<file path="config.mk">
export PLATFORM = sky130hd
export DESIGN_NAME = fifo_reader_writer_lock_manager
export DESIGN_NICKNAME = d
export VERILOG_FILES = /design/src/hdl/flrw_pkg.sv /design/src/hdl/flrw_front.sv /design/src/hdl/flrw_cmd_queue.sv /design/src/hdl/flrw_back.sv /design/src/hdl/fifo_reader_writer_lock_manager.sv
export SDC_FILE = /design/constraint.sdc
export NUM_CORES = 1
export LEC_CHECK = 0
export ABC_AREA = 1
export BUFFER_PORTS_ARGS = -buffer_cell sky130_fd_sc_hd__clkbuf_2
export CAP_MARGIN = 20
export CORE_MARGIN = 1
export CORE_UTILIZATION = 45
export CTS_CLUSTER_DIAMETER = 50
export DETAILED_ROUTE_END_ITERATION = 8
export PLACE_DENSITY = 0.7
export SYNTH_ARGS = -nofsm -noshare
export SYNTH_HDL_FRONTEND = slang
export SYNTH_HIERARCHICAL = 1
export SYNTH_SLANG_ARGS = --single-unit
export TNS_END_PERCENT = 100
</file>
<file path="constraint.sdc">
create_clock -name clk_i -period 3.5 [get_ports clk_i]
set_input_delay 0.175 -clock clk_i [delete_from_list [all_inputs] [get_ports clk_i]]
set_output_delay 0.175 -clock clk_i [all_outputs]
set_load 0.05 [all_outputs]
</file>
<file path="src/hdl/flrw_pkg.sv">
// shared types and constants of the reader-writer lock manager
`timescale 1ns / 1ps
package flrw_pkg;

  // default sizes and fixed field widths
  localparam int QUEUE_DEPTH_DEF    = 16;
  localparam int REQUESTER_BITS_DEF = 8;
  localparam int ID_FIELD_W         = 8;
  localparam int READER_W           = 9;
  localparam int READER_MAX         = 511;
  localparam int CMD_DEPTH          = 2;

  // action codes of an input item
  localparam logic [1:0] ACT_READ   = 2'd0;
  localparam logic [1:0] ACT_WRITE  = 2'd1;
  localparam logic [1:0] ACT_UNLOCK = 2'd2;

  // decoded command kind
  typedef enum logic [1:0] {
    OP_READ,
    OP_WRITE,
    OP_UNLOCK,
    OP_BAD
  } op_e;

  // result event codes
  typedef enum logic [2:0] {
    EV_GRANTED  = 3'd0,
    EV_QUEUED   = 3'd1,
    EV_WOKEN    = 3'd2,
    EV_RELEASED = 3'd3,
    EV_ERROR    = 3'd4
  } ev_e;

  // lock mode
  typedef enum logic [1:0] {
    MODE_FREE  = 2'd0,
    MODE_READ  = 2'd1,
    MODE_WRITE = 2'd2
  } mode_e;

  // back-end sequencer states
  typedef enum logic [1:0] {
    ST_IDLE,
    ST_EXEC,
    ST_WAKE,
    ST_WAKE_R
  } bk_state_e;

  // input item
  typedef struct packed {
    logic [1:0]            action;
    logic [ID_FIELD_W-1:0] requester;
  } in_item_t;

  // result item
  typedef struct packed {
    logic [ID_FIELD_W-1:0] who;
    logic [2:0]            event_res;
    logic [1:0]            mode_after;
    logic                  is_last;
  } out_item_t;

  // command passed from front to back
  typedef struct packed {
    op_e                   op;
    logic [ID_FIELD_W-1:0] id;
  } cmd_t;

endpackage

</file>
<file path="src/hdl/flrw_front.sv">
// front end: accepts request items and decodes them into commands
`timescale 1ns / 1ps
module flrw_front (
  input  logic                in_valid_i,
  output logic                in_stall_o,
  input  flrw_pkg::in_item_t  in_item_i,
  input  logic                q_full_i,
  output logic                q_push_o,
  output flrw_pkg::cmd_t      q_cmd_o
);

  // hold off the sender while the command queue is full
  assign in_stall_o = q_full_i;
  assign q_push_o   = in_valid_i && !q_full_i;

  // action decode
  always_comb begin
    q_cmd_o.id = in_item_i.requester;
    unique case (in_item_i.action)
      flrw_pkg::ACT_READ:   q_cmd_o.op = flrw_pkg::OP_READ;
      flrw_pkg::ACT_WRITE:  q_cmd_o.op = flrw_pkg::OP_WRITE;
      flrw_pkg::ACT_UNLOCK: q_cmd_o.op = flrw_pkg::OP_UNLOCK;
      default:              q_cmd_o.op = flrw_pkg::OP_BAD;
    endcase
  end

endmodule

</file>
<file path="src/hdl/flrw_cmd_queue.sv">
// short command queue between the front end and the back end
`timescale 1ns / 1ps
module flrw_cmd_queue (
  input  logic           clk_i,
  input  logic           rst_ni,
  input  logic           push_i,
  input  flrw_pkg::cmd_t cmd_i,
  output logic           full_o,
  output logic           valid_o,
  input  logic           pop_i,
  output flrw_pkg::cmd_t cmd_o
);

  localparam int Depth = flrw_pkg::CMD_DEPTH;
  localparam int PtrW  = (Depth > 1) ? $clog2(Depth) : 1;
  localparam int CntW  = $clog2(Depth + 1);

  flrw_pkg::cmd_t  buf_q [Depth];
  logic [PtrW-1:0] wr_ptr_q, wr_ptr_d;
  logic [PtrW-1:0] rd_ptr_q, rd_ptr_d;
  logic [CntW-1:0] cnt_q, cnt_d;
  logic            do_push, do_pop;

  assign full_o  = (cnt_q == CntW'(Depth));
  assign valid_o = (cnt_q != '0);
  assign cmd_o   = buf_q[rd_ptr_q];
  assign do_push = push_i && !full_o;
  assign do_pop  = pop_i && valid_o;

  // pointer and fill count update
  always_comb begin
    wr_ptr_d = wr_ptr_q;
    rd_ptr_d = rd_ptr_q;
    cnt_d    = cnt_q;
    if (do_push) begin
      wr_ptr_d = (wr_ptr_q == PtrW'(Depth - 1)) ? '0 : wr_ptr_q + 1'b1;
    end
    if (do_pop) begin
      rd_ptr_d = (rd_ptr_q == PtrW'(Depth - 1)) ? '0 : rd_ptr_q + 1'b1;
    end
    if (do_push && !do_pop) begin
      cnt_d = cnt_q + 1'b1;
    end else if (!do_push && do_pop) begin
      cnt_d = cnt_q - 1'b1;
    end
  end

  always_ff @(posedge clk_i or negedge rst_ni) begin
    if (!rst_ni) begin
      wr_ptr_q <= '0;
      rd_ptr_q <= '0;
      cnt_q    <= '0;
    end else begin
      wr_ptr_q <= wr_ptr_d;
      rd_ptr_q <= rd_ptr_d;
      cnt_q    <= cnt_d;
    end
  end

  // entry storage
  always_ff @(posedge clk_i) begin
    if (do_push) begin
      buf_q[wr_ptr_q] <= cmd_i;
    end
  end

endmodule

</file>
<file path="src/hdl/flrw_back.sv">
// back end: lock state, wait queue memory and result sequencing
`timescale 1ns / 1ps
module flrw_back #(
  parameter int QUEUE_DEPTH    = flrw_pkg::QUEUE_DEPTH_DEF,
  parameter int REQUESTER_BITS = flrw_pkg::REQUESTER_BITS_DEF
) (
  input  logic                clk_i,
  input  logic                rst_ni,
  input  logic                cmd_valid_i,
  input  flrw_pkg::cmd_t      cmd_i,
  output logic                cmd_pop_o,
  output logic                out_valid_o,
  input  logic                out_stall_i,
  output flrw_pkg::out_item_t out_item_o
);

  localparam int IdFieldW = flrw_pkg::ID_FIELD_W;
  localparam int IdW      = (REQUESTER_BITS < IdFieldW) ? REQUESTER_BITS : IdFieldW;
  localparam int EntW     = IdW + 1;
  localparam int PtrW     = $clog2(QUEUE_DEPTH);
  localparam int CntW     = $clog2(QUEUE_DEPTH + 1);
  localparam int HoldW    = (CntW > flrw_pkg::READER_W) ? CntW : flrw_pkg::READER_W;

  // sequencer and lock state
  flrw_pkg::bk_state_e state_q, state_d;
  flrw_pkg::cmd_t      cmd_q, cmd_d;
  flrw_pkg::mode_e     mode_q, mode_d;
  logic [IdW-1:0]      owner_q, owner_d;
  logic [HoldW-1:0]    holders_q, holders_d;
  logic [IdW-1:0]      cur_q, cur_d;
  logic [PtrW-1:0]     head_q, head_d;
  logic [PtrW-1:0]     tail_q, tail_d;
  logic [CntW-1:0]     count_q, count_d;

  // wait queue memory, registered read at the next head
  logic [EntW-1:0]     wait_mem_q [QUEUE_DEPTH];
  logic [EntW-1:0]     rd_q;

  // output register
  logic                out_valid_q;
  flrw_pkg::out_item_t out_q;

  // command step decisions
  flrw_pkg::ev_e       ex_ev;
  flrw_pkg::mode_e     ex_mode;
  logic                ex_push;
  logic                ex_wake;
  logic [HoldW-1:0]    ex_holders;
  logic [IdW-1:0]      ex_owner;

  logic                emit_ok;
  logic                emit;
  flrw_pkg::out_item_t emit_item;
  logic                do_pop;
  logic                q_empty;
  logic                q_full;
  logic                head_wr;
  logic [IdW-1:0]      head_id;
  logic [IdW-1:0]      req_id;
  logic                run_last;
  logic [HoldW-1:0]    rd_dec;

  assign emit_ok  = !out_valid_q || !out_stall_i;
  assign q_empty  = (count_q == '0);
  assign q_full   = (count_q >= CntW'(QUEUE_DEPTH - 1));
  assign head_wr  = rd_q[IdW];
  assign head_id  = rd_q[IdW-1:0];
  assign req_id   = cmd_q.id[IdW-1:0];
  assign run_last = q_empty || head_wr;
  assign rd_dec   = (holders_q != '0) ? holders_q - 1'b1 : holders_q;

  // classify the current command against the lock state
  always_comb begin
    ex_ev      = flrw_pkg::EV_ERROR;
    ex_mode    = mode_q;
    ex_push    = 1'b0;
    ex_wake    = 1'b0;
    ex_holders = holders_q;
    ex_owner   = owner_q;
    unique case (cmd_q.op)
      flrw_pkg::OP_READ: begin
        if (mode_q != flrw_pkg::MODE_WRITE && q_empty) begin
          if (holders_q < HoldW'(flrw_pkg::READER_MAX)) begin
            ex_ev      = flrw_pkg::EV_GRANTED;
            ex_holders = holders_q + 1'b1;
            ex_mode    = flrw_pkg::MODE_READ;
          end
        end else if (!q_full) begin
          ex_ev   = flrw_pkg::EV_QUEUED;
          ex_push = 1'b1;
        end
      end
      flrw_pkg::OP_WRITE: begin
        if (mode_q == flrw_pkg::MODE_WRITE && owner_q == req_id) begin
          ex_ev = flrw_pkg::EV_ERROR;
        end else if (mode_q == flrw_pkg::MODE_FREE && q_empty) begin
          ex_ev    = flrw_pkg::EV_GRANTED;
          ex_mode  = flrw_pkg::MODE_WRITE;
          ex_owner = req_id;
        end else if (!q_full) begin
          ex_ev   = flrw_pkg::EV_QUEUED;
          ex_push = 1'b1;
        end
      end
      flrw_pkg::OP_UNLOCK: begin
        if (mode_q == flrw_pkg::MODE_WRITE) begin
          if (owner_q == req_id) begin
            ex_ev   = flrw_pkg::EV_RELEASED;
            ex_wake = 1'b1;
          end
        end else if (mode_q == flrw_pkg::MODE_READ) begin
          ex_ev      = flrw_pkg::EV_RELEASED;
          ex_holders = rd_dec;
          ex_wake    = (rd_dec == '0);
        end
      end
      default: begin
        ex_ev = flrw_pkg::EV_ERROR;
      end
    endcase
    // handing the lock to the queue head fixes the final mode now
    if (ex_wake) begin
      ex_holders = '0;
      ex_owner   = '0;
      if (q_empty) begin
        ex_mode = flrw_pkg::MODE_FREE;
      end else if (head_wr) begin
        ex_mode = flrw_pkg::MODE_WRITE;
      end else begin
        ex_mode = flrw_pkg::MODE_READ;
      end
    end
  end

  // datapath and result outputs per state
  always_comb begin
    cmd_d     = cmd_q;
    mode_d    = mode_q;
    owner_d   = owner_q;
    holders_d = holders_q;
    cur_d     = cur_q;
    cmd_pop_o = 1'b0;
    emit      = 1'b0;
    emit_item = '0;
    do_pop    = 1'b0;
    unique case (state_q)
      flrw_pkg::ST_IDLE: begin
        if (cmd_valid_i) begin
          cmd_pop_o = 1'b1;
          cmd_d     = cmd_i;
        end
      end
      flrw_pkg::ST_EXEC: begin
        if (emit_ok) begin
          emit                 = 1'b1;
          emit_item.who        = IdFieldW'(req_id);
          emit_item.event_res  = ex_ev;
          emit_item.mode_after = ex_mode;
          emit_item.is_last    = !(ex_wake && !q_empty);
          mode_d               = ex_mode;
          owner_d              = ex_owner;
          holders_d            = ex_holders;
        end
      end
      flrw_pkg::ST_WAKE: begin
        if (head_wr) begin
          if (emit_ok) begin
            emit                 = 1'b1;
            emit_item.who        = IdFieldW'(head_id);
            emit_item.event_res  = flrw_pkg::EV_WOKEN;
            emit_item.mode_after = mode_q;
            emit_item.is_last    = 1'b1;
            owner_d              = head_id;
            do_pop               = 1'b1;
          end
        end else begin
          cur_d     = head_id;
          holders_d = HoldW'(1);
          do_pop    = 1'b1;
        end
      end
      flrw_pkg::ST_WAKE_R: begin
        if (emit_ok) begin
          emit                 = 1'b1;
          emit_item.who        = IdFieldW'(cur_q);
          emit_item.event_res  = flrw_pkg::EV_WOKEN;
          emit_item.mode_after = mode_q;
          emit_item.is_last    = run_last;
          if (!run_last) begin
            cur_d     = head_id;
            holders_d = holders_q + 1'b1;
            do_pop    = 1'b1;
          end
        end
      end
      default: begin
        cmd_pop_o = 1'b0;
      end
    endcase
  end

  // next state
  always_comb begin
    state_d = state_q;
    unique case (state_q)
      flrw_pkg::ST_IDLE: begin
        if (cmd_valid_i) state_d = flrw_pkg::ST_EXEC;
      end
      flrw_pkg::ST_EXEC: begin
        if (emit_ok) begin
          state_d = (ex_wake && !q_empty) ? flrw_pkg::ST_WAKE : flrw_pkg::ST_IDLE;
        end
      end
      flrw_pkg::ST_WAKE: begin
        if (!head_wr) begin
          state_d = flrw_pkg::ST_WAKE_R;
        end else if (emit_ok) begin
          state_d = flrw_pkg::ST_IDLE;
        end
      end
      flrw_pkg::ST_WAKE_R: begin
        if (emit_ok && run_last) state_d = flrw_pkg::ST_IDLE;
      end
      default: begin
        state_d = flrw_pkg::ST_IDLE;
      end
    endcase
  end

  // queue pointers, count never pushes and pops in one cycle
  always_comb begin
    head_d  = head_q;
    tail_d  = tail_q;
    count_d = count_q;
    if (emit && state_q == flrw_pkg::ST_EXEC && ex_push) begin
      tail_d  = (tail_q == PtrW'(QUEUE_DEPTH - 1)) ? '0 : tail_q + 1'b1;
      count_d = count_q + 1'b1;
    end else if (do_pop) begin
      head_d  = (head_q == PtrW'(QUEUE_DEPTH - 1)) ? '0 : head_q + 1'b1;
      count_d = count_q - 1'b1;
    end
  end

  always_ff @(posedge clk_i or negedge rst_ni) begin
    if (!rst_ni) begin
      state_q     <= flrw_pkg::ST_IDLE;
      mode_q      <= flrw_pkg::MODE_FREE;
      owner_q     <= '0;
      holders_q   <= '0;
      head_q      <= '0;
      tail_q      <= '0;
      count_q     <= '0;
      out_valid_q <= 1'b0;
    end else begin
      state_q   <= state_d;
      mode_q    <= mode_d;
      owner_q   <= owner_d;
      holders_q <= holders_d;
      head_q    <= head_d;
      tail_q    <= tail_d;
      count_q   <= count_d;
      if (emit) begin
        out_valid_q <= 1'b1;
      end else if (!out_stall_i) begin
        out_valid_q <= 1'b0;
      end
    end
  end

  // payload registers
  always_ff @(posedge clk_i) begin
    cmd_q <= cmd_d;
    cur_q <= cur_d;
    if (emit) begin
      out_q <= emit_item;
    end
  end

  // wait queue memory: write at tail, read at next head
  always_ff @(posedge clk_i) begin
    if (emit && state_q == flrw_pkg::ST_EXEC && ex_push) begin
      wait_mem_q[tail_q] <= {cmd_q.op == flrw_pkg::OP_WRITE, req_id};
    end
    rd_q <= wait_mem_q[head_d];
  end

  assign out_valid_o = out_valid_q;
  assign out_item_o  = out_q;

  // waiter count stays below the queue depth
  assert property (@(posedge clk_i) disable iff (!rst_ni)
    count_q <= CntW'(QUEUE_DEPTH - 1))
    else $error("wait queue over capacity");

  // a held write lock has no reader holders
  assert property (@(posedge clk_i) disable iff (!rst_ni)
    mode_q == flrw_pkg::MODE_WRITE |-> holders_q == '0)
    else $error("readers counted under write lock");

  // between commands a free lock has nobody waiting
  assert property (@(posedge clk_i) disable iff (!rst_ni)
    (state_q == flrw_pkg::ST_IDLE && mode_q == flrw_pkg::MODE_FREE) |-> q_empty)
    else $error("waiters left on a free lock");

  // between commands a read lock has at least one holder
  assert property (@(posedge clk_i) disable iff (!rst_ni)
    (state_q == flrw_pkg::ST_IDLE && mode_q == flrw_pkg::MODE_READ) |-> holders_q != '0)
    else $error("read lock with no holders");

  // a reader run only happens under a read lock
  assert property (@(posedge clk_i) disable iff (!rst_ni)
    state_q == flrw_pkg::ST_WAKE_R |-> mode_q == flrw_pkg::MODE_READ)
    else $error("reader wake outside read mode");

endmodule

</file>
<file path="src/hdl/fifo_reader_writer_lock_manager.sv">
// Fair FIFO reader-writer lock manager, top level.
// An item passes the command queue, the back end's fetch and execute steps, then the
// output register. The back end takes a new command only once done with the last, and a
// result stall holds it; a reader wake adds a wake step and one result per woken reader.
// Reset clears the lock to free, empties the wait queue and drops any pending result;
// wait queue entries need no clearing since only entries written are read.
`timescale 1ns / 1ps
module fifo_reader_writer_lock_manager #(
  parameter int QUEUE_DEPTH    = flrw_pkg::QUEUE_DEPTH_DEF,
  parameter int REQUESTER_BITS = flrw_pkg::REQUESTER_BITS_DEF
) (
  input  logic                clk_i,
  input  logic                rst_ni,
  input  logic                in_valid_i,
  output logic                in_stall_o,
  input  flrw_pkg::in_item_t  in_item_i,
  output logic                out_valid_o,
  input  logic                out_stall_i,
  output flrw_pkg::out_item_t out_item_o
);

  logic           q_full;
  logic           q_push;
  flrw_pkg::cmd_t q_cmd_in;
  logic           q_valid;
  logic           q_pop;
  flrw_pkg::cmd_t q_cmd_out;

  // request decode
  flrw_front u_front (
    .in_valid_i (in_valid_i),
    .in_stall_o (in_stall_o),
    .in_item_i  (in_item_i),
    .q_full_i   (q_full),
    .q_push_o   (q_push),
    .q_cmd_o    (q_cmd_in)
  );

  // decoupling queue
  flrw_cmd_queue u_cmd_queue (
    .clk_i   (clk_i),
    .rst_ni  (rst_ni),
    .push_i  (q_push),
    .cmd_i   (q_cmd_in),
    .full_o  (q_full),
    .valid_o (q_valid),
    .pop_i   (q_pop),
    .cmd_o   (q_cmd_out)
  );

  // lock execution
  flrw_back #(
    .QUEUE_DEPTH    (QUEUE_DEPTH),
    .REQUESTER_BITS (REQUESTER_BITS)
  ) u_back (
    .clk_i       (clk_i),
    .rst_ni      (rst_ni),
    .cmd_valid_i (q_valid),
    .cmd_i       (q_cmd_out),
    .cmd_pop_o   (q_pop),
    .out_valid_o (out_valid_o),
    .out_stall_i (out_stall_i),
    .out_item_o  (out_item_o)
  );

endmodule

</file>
# Yosys cells after proc, flatten, opt, wreduce, memory -nomap -nowiden
# Memories as Yosys holds them, arrays and structs flattened. A register that Yosys moved wholly into a read port is not among the register bits.
# Cells that the tools add are included.
[classes]
shift = 0
bitwise_logic = 0
n_addsub = 10
n_lt_le_gt_ge = 2
n_reduce_logical = 41
n_div = 0
eq_ne = 32
mul = 0
n_mux = 88
[op_table]
columns = ["operator", "count"]
rows = [
  ["$mux 9", 10],
  ["$mux 8", 10],
  ["$mux 14", 4],
  ["$pmux 14 s3", 1],
  ["$pmux 8 s2", 2],
  ["$mux 2", 15],
  ["$pmux 9 s3", 1],
  ["$mux 3", 8],
  ["$mux 1", 23],
  ["$pmux 9 s2", 1],
  ["$mux 4", 4],
  ["$eq 2x2->1 const B", 6],
  ["$logic_and 1x1->1", 12],
  ["$ne 2x1->1 const B", 6],
  ["$ne 4x2->1 const B", 3],
  ["$mux 5", 2],
  ["$reduce_and 10->1", 1],
  ["$reduce_bool 2->1", 5],
  ["$add 9x1->9 const B", 1],
  ["$logic_not 9->1", 1],
  ["$lt 9x9->1 const B", 1],
  ["$pmux 3 s3", 1],
  ["$reduce_bool 9->1", 1],
  ["$sub 9x1->9 const B", 1],
  ["28 further kinds", 53],
]
[totals]
mem_bits_ro = 0
register_bits = 61
latch_bits = 0
out_inout_bits = 16
elab_cells = 191
mem_bits_rw = 164
input_bits = 14
n_memories = 2
[mem_list]
columns = ["name", "depth", "word_bits", "rd", "rd_ports_with_merged_regs", "wr", "line_no", "text"]
rows = [
  ["u_back.wait_mem_q", 16, 9, 1, 1, 1, "flrw_back.sv:36", "logic [EntW-1:0] wait_mem_q [QUEUE_DEPTH];"],
  ["u_cmd_queue.buf_q", 2, 10, 1, 1, 1, "flrw_cmd_queue.sv:18", "flrw_pkg::cmd_t buf_q [Depth];"],
]

# Logic depth before layout (Yosys ltp)
[depth]
depth_word = 10
ltp_mapped = 17

# Cells and area by module
# The synthesis kept the hierarchy.
[modules_own_cells]
columns = ["module", "cells_each", "n_inst", "area_each_um2", "seq_area_each_um2"]
rows = [
  ["flrw_back", 1082, 1, 10555.1, 6341.1],
  ["flrw_cmd_queue", 84, 1, 972.2, 700.7],
  ["flrw_front", 13, 1, 85.1, 0.0],
]

# Worst setup path before layout
# No wires, ideal clock.
[synth_path]
kind = "reg-to-reg"
from = "register u_back.out_valid_q (netlist: u_back/out_valid_o)"
to = "register u_back.count_q[4]"
path_slack_ps = 870
t_required_ps = 3376
arrival_ps = 2506
path_stages_with_launch = 14
cell_sequence = "dfrtp_1 > nand2_1 > inv_1 > nor2_1 > buf_2 > nand2_2 > clkinv_1 > fa_1 > nor2_1 > a211oi_1 > nand2_1 > o21ai_0 > nand2_1 > nand2_1"
[synth_between]
elab_chain_cells = 8
[synth_rtl]
columns = ["item", "line_no", "text"]
rows = [
  ["from (decl)", "flrw_back.sv:40", "logic out_valid_q;"],
  ["from (signal assigned)", "flrw_back.sv:253", "out_valid_q <= 1'b0;"],
  ["from (signal assigned)", "flrw_back.sv:263", "out_valid_q <= 1'b1;"],
  ["from (signal assigned)", "flrw_back.sv:265", "out_valid_q <= 1'b0;"],
  ["$logic_not 1->1 (*)", "flrw_back.sv:63", "assign emit_ok = !out_valid_q || !out_stall_i;"],
  ["$logic_or 1x1->1 (*)", "flrw_back.sv:63", ""],
  ["$mux 1", "flrw_back.sv:154, flrw_back.sv:167, flrw_back.sv:183", ""],
  ["$mux 1", "flrw_back.sv:166", "if (head_wr) begin"],
  ["$pmux 1 s2", "flrw_back.sv:146", "unique case (state_q)"],
  ["$logic_and 1x1->1 (2 in series)", "flrw_back.sv:235", "if (emit && state_q == flrw_pkg::ST_EXEC && ex_push) begin"],
  ["$mux 5 / $reduce_bool 2->1 (equally long branches)", "-", ""],
  ["to (signal assigned)", "flrw_back.sv:261", "count_q <= count_d;"],
  ["to (decl)", "flrw_back.sv:33", "logic [CntW-1:0] count_q, count_d;"],
]
# Mark *: on every way between the ends. The rest lies on a longest branch, timed or not.
# A chain may end at the register's enable or synchronous reset.

# Worst setup path after layout
[layout_path]
from = "register u_back.cmd_q, in the netlist u_back/req_id[7]"
to = "register u_back.count_q[4]"
[layout_between]
elab_chain_cells = 6
[layout_rtl]
columns = ["item", "line_no", "text"]
rows = [
  ["from (decl)", "flrw_back.sv:26", "flrw_pkg::cmd_t cmd_q, cmd_d;"],
  ["from (signal assigned)", "flrw_back.sv:272", "cmd_q <= cmd_d;"],
  ["$eq 8x8->1 (*)", "flrw_back.sv:94", "if (mode_q == flrw_pkg::MODE_WRITE && owner_q == req_id) begin"],
  ["$logic_and 1x1->1 (*)", "flrw_back.sv:94", ""],
  ["$mux 1 (*)", "flrw_back.sv:94", ""],
  ["$pmux 1 s2 (*)", "flrw_back.sv:80", "unique case (cmd_q.op)"],
  ["$logic_and 1x1->1 (*)", "flrw_back.sv:235", ""],
  ["$mux 5 / $reduce_bool 2->1 (equally long branches)", "-", ""],
]
# Marked as above.

==> reports/results.ini <==
[status]
status=finished, final reports clean

[synth]
synth_seq_cells=244
yosysMostFrequentCell=nand2_1
yosys.area_share.adder=0.0147
synthSimpleGateAreaFrac=0.253
syn_nets=1206
syn_avg_cell_area_sq_um=9.85
synth_edf_count=196
synth_top_family_by_area=simple AND/OR/NAND/NOR gates
synth_area_sq_mm=0.0116
synth.yosys.warnings=6
yosysUniqueCellTypes=42
synth_compound_area_frac=0.0441
ys_async_sr_fraction=0.160
synthXorXnorAreaFrac=0.0105
synth_common_cells=nand2_1 (338), edfxtp_1 (196), nand3_1 (160), inv_1 (119), nor2_1 (52)
synth-main-ff-cell=edfxtp_1
synthTopCellsByArea=edfxtp_1 (51%), nand2_1 (11%), dfrtp_1 (8.4%), nand3_1 (6.9%), inv_1 (3.8%)
synth_top_area_frac=0.507
ys_seq_area_frac=0.606
syn-instance-count=1179
synth.area.mux_share=0
yosys.area.top_type=edfxtp_1

[job]
cap_violations=0

[cts]
cts_hold_buf=11
htreeDepth=1
clockBufferDepth=3
cts_tree=yes
numCtsBuffers=27
postCtsResizedCells=0
insertion_delay_ns=0.55
clkTransAtPathRegs_ns=0.06
postCtsSetupRepairBufs=0
cts-root-buf=clkbuf_16
cts.sinks=244

[floorplanning]
floorplan.initialDensity=0.460
die_h_microns=163
io_pins=30
die_w_microns=163
std_cell_rows=58
core_area_sq_mm=0.0253
dieArea_sq_mm=0.0265

[route]
routed_wirelength_mm=27.6
ant_nets=0
drt-initial-drc-count=814
first_pass_iters=5
num_vias=8426
drc_errors=0
vias_per_cell=5.34
wire_per_inst_microns=17.5

[cells_and_area]
fin_util=0.522
drive_gt1_frac=0.121
fin_nets=1254
final_cells=1578
syn_to_final_growth_pct=13.6
diodes=0

[worst_setup_path]
worstSetupPathType=flop to flop
cpPeakStageDelay_ns=0.62
critPathBufInv=1
crit_family=simple AND/OR/NAND/NOR gates
crit_top_cell=nand2_1
path_max_fanout=12
endpoint_kind=flop
path_cells=or2_2 > nand4_1 > nor3_1 > nand2_1 > nand2_1 > nand2_1 > nand2_2 > clkinv_1 > fa_1 > nor2_1 > a211oi_1 > nand2_1 > o21ai_0 > nand2_1 > nand2_1
cp_data_required_time_ns=3.91
cp-start-kind=flop
cp_slowest_cell=edfxtp_1
crit_arrival_ns=3.39

[timing]
slew_headroom=0.448
tightest_slew_ns=0.825
rsz0062_at_grt=false
finalHoldViolations=0
timing.final.ws_setup_ns=0.518
fin_crit_sh=0.852
finalClockSkew_ns=0.0229
tns_ns=0
max_freq_ghz=0.335
period_minus_slack_ns=2.98
maxSlewViolCount=0
setup_viol=0

[grt]
grt_pass1_wl_mm=43.2
antenna_found_initial=0
grt_start_max_net_pins=45
track_usage=0.214
grt_pass1_vias=7736
overflow=0

[placement]
portBuffers=29
pre_cts_ws_ns=0.523
finalWeightedCongestion=0.941
placed_cells=1516
place_hpwl_mm=18.2

[pwr]
p_per_area_mw_per_mm2=1020
ir_worst_vdd_v=0.000661
report.power.total_mw=13.4
p_leak_nw=5.61

[min_path]
hold_path.class=primary input to flop

[path summary, 6_finish.rpt]
path                                  start                   end  slack [ns]  depth (start not counted)
max                        u_back/req_id[7]     u_back/count_q[4]        0.52                         15
min reg2reg                  u_back/rd_q[7]       u_back/cur_q[7]        0.44                          0
max in group asynchronous            rst_ni     u_back/count_q[2]        2.91                          3
min                              in_valid_i  u_cmd_queue/wr_ptr_q        0.07                          6
max reg2reg                u_back/req_id[7]     u_back/count_q[4]        0.52                         15
min in group asynchronous            rst_ni     u_back/state_q[0]        0.09                          2
[logic make-up after synthesis]
kind of cell    Yosys count
fa+ha+maj                13
xor+xnor                 13
buf+inv                 181
compound gates           86
flops                   244
simple gates            642
[power by group]
group          switching [mW]  total, mW  internal, mW
sequential              0.423       4.46          4.03
combinational            4.18       5.87          1.69
clock                    1.15       3.10          1.95
total                    5.75       13.4          7.67
[layer usage]
metal	vias up	wire (microns)	GRT usage
met5	-	0	0
met4	0	819	0.0777
met3	52	2080	0.0349
met2	338	12300	0.320
met1	3971	12500	0.313
li1	4065	-	-
[flip-flops by register name (all words and copies together) (netlist names), 2 cells and up]
name	count
u_back/wait_mem_q	144
u_cmd_queue/buf_q	20
u_back/out_item_o	14
u_back/holders_q	9
u_back/rd_q	9
u_back/cur_q	8
u_back/owner_q	8
u_back/req_id	8
u_back/count_q	5
u_back/head_q	4
u_back/tail_q	4
u_back/cmd_q	2
u_back/mode_q	2
u_back/state_q	2
u_cmd_queue/cnt_q	2
[cell usage in the layout, fill, tap and decap left out, drive strengths merged, types with 8 or more instances in the layout]
cell / instances
a21oi: 15
a22oi: 9
buf: 30
clkbuf: 62
clkinv: 8
dfrtp: 39
dfxtp: 9
dlygate4sd3: 11
edfxtp: 196
ha: 12
inv: 131
nand2: 352
nand3: 164
nand3b: 37
nand4: 13
nor2: 63
o211ai: 12
o21ai: 39
[worst reg2reg max path, cell delays in order, from the launching register on]
cell and delay, ns:
edfxtp_1 0.62, or2_2 0.21, nand4_1 0.09, nor3_1 0.19
nand2_1 0.14, nand2_1 0.08, nand2_1 0.06, nand2_2 0.19
clkinv_1 0.30, fa_1 0.48, nor2_1 0.13, a211oi_1 0.07
nand2_1 0.09, o21ai_0 0.08, nand2_1 0.08, nand2_1 0.06
[metrics by stage]
step	area, sq um	hold slack, ns
3_3_place_gp	12100	0.365
5_1_grt	13200	0.100
3_5_place_dp	12100	0.367
2_1_floorplan	11600	-0.121
6_report	13200	0.0663
4_1_cts	13200	0.0505
[final cells by class]
cell class	count	area [sq um]
multi-input cells	754	3750
repair buffers	70	505
clock inverters	17	256
flip-flops and latches	244	7040
inverters	130	490
fillers	2203	12100
well taps	330	413
clock buffers	33	738
Power figures use the tool's default switching activity.
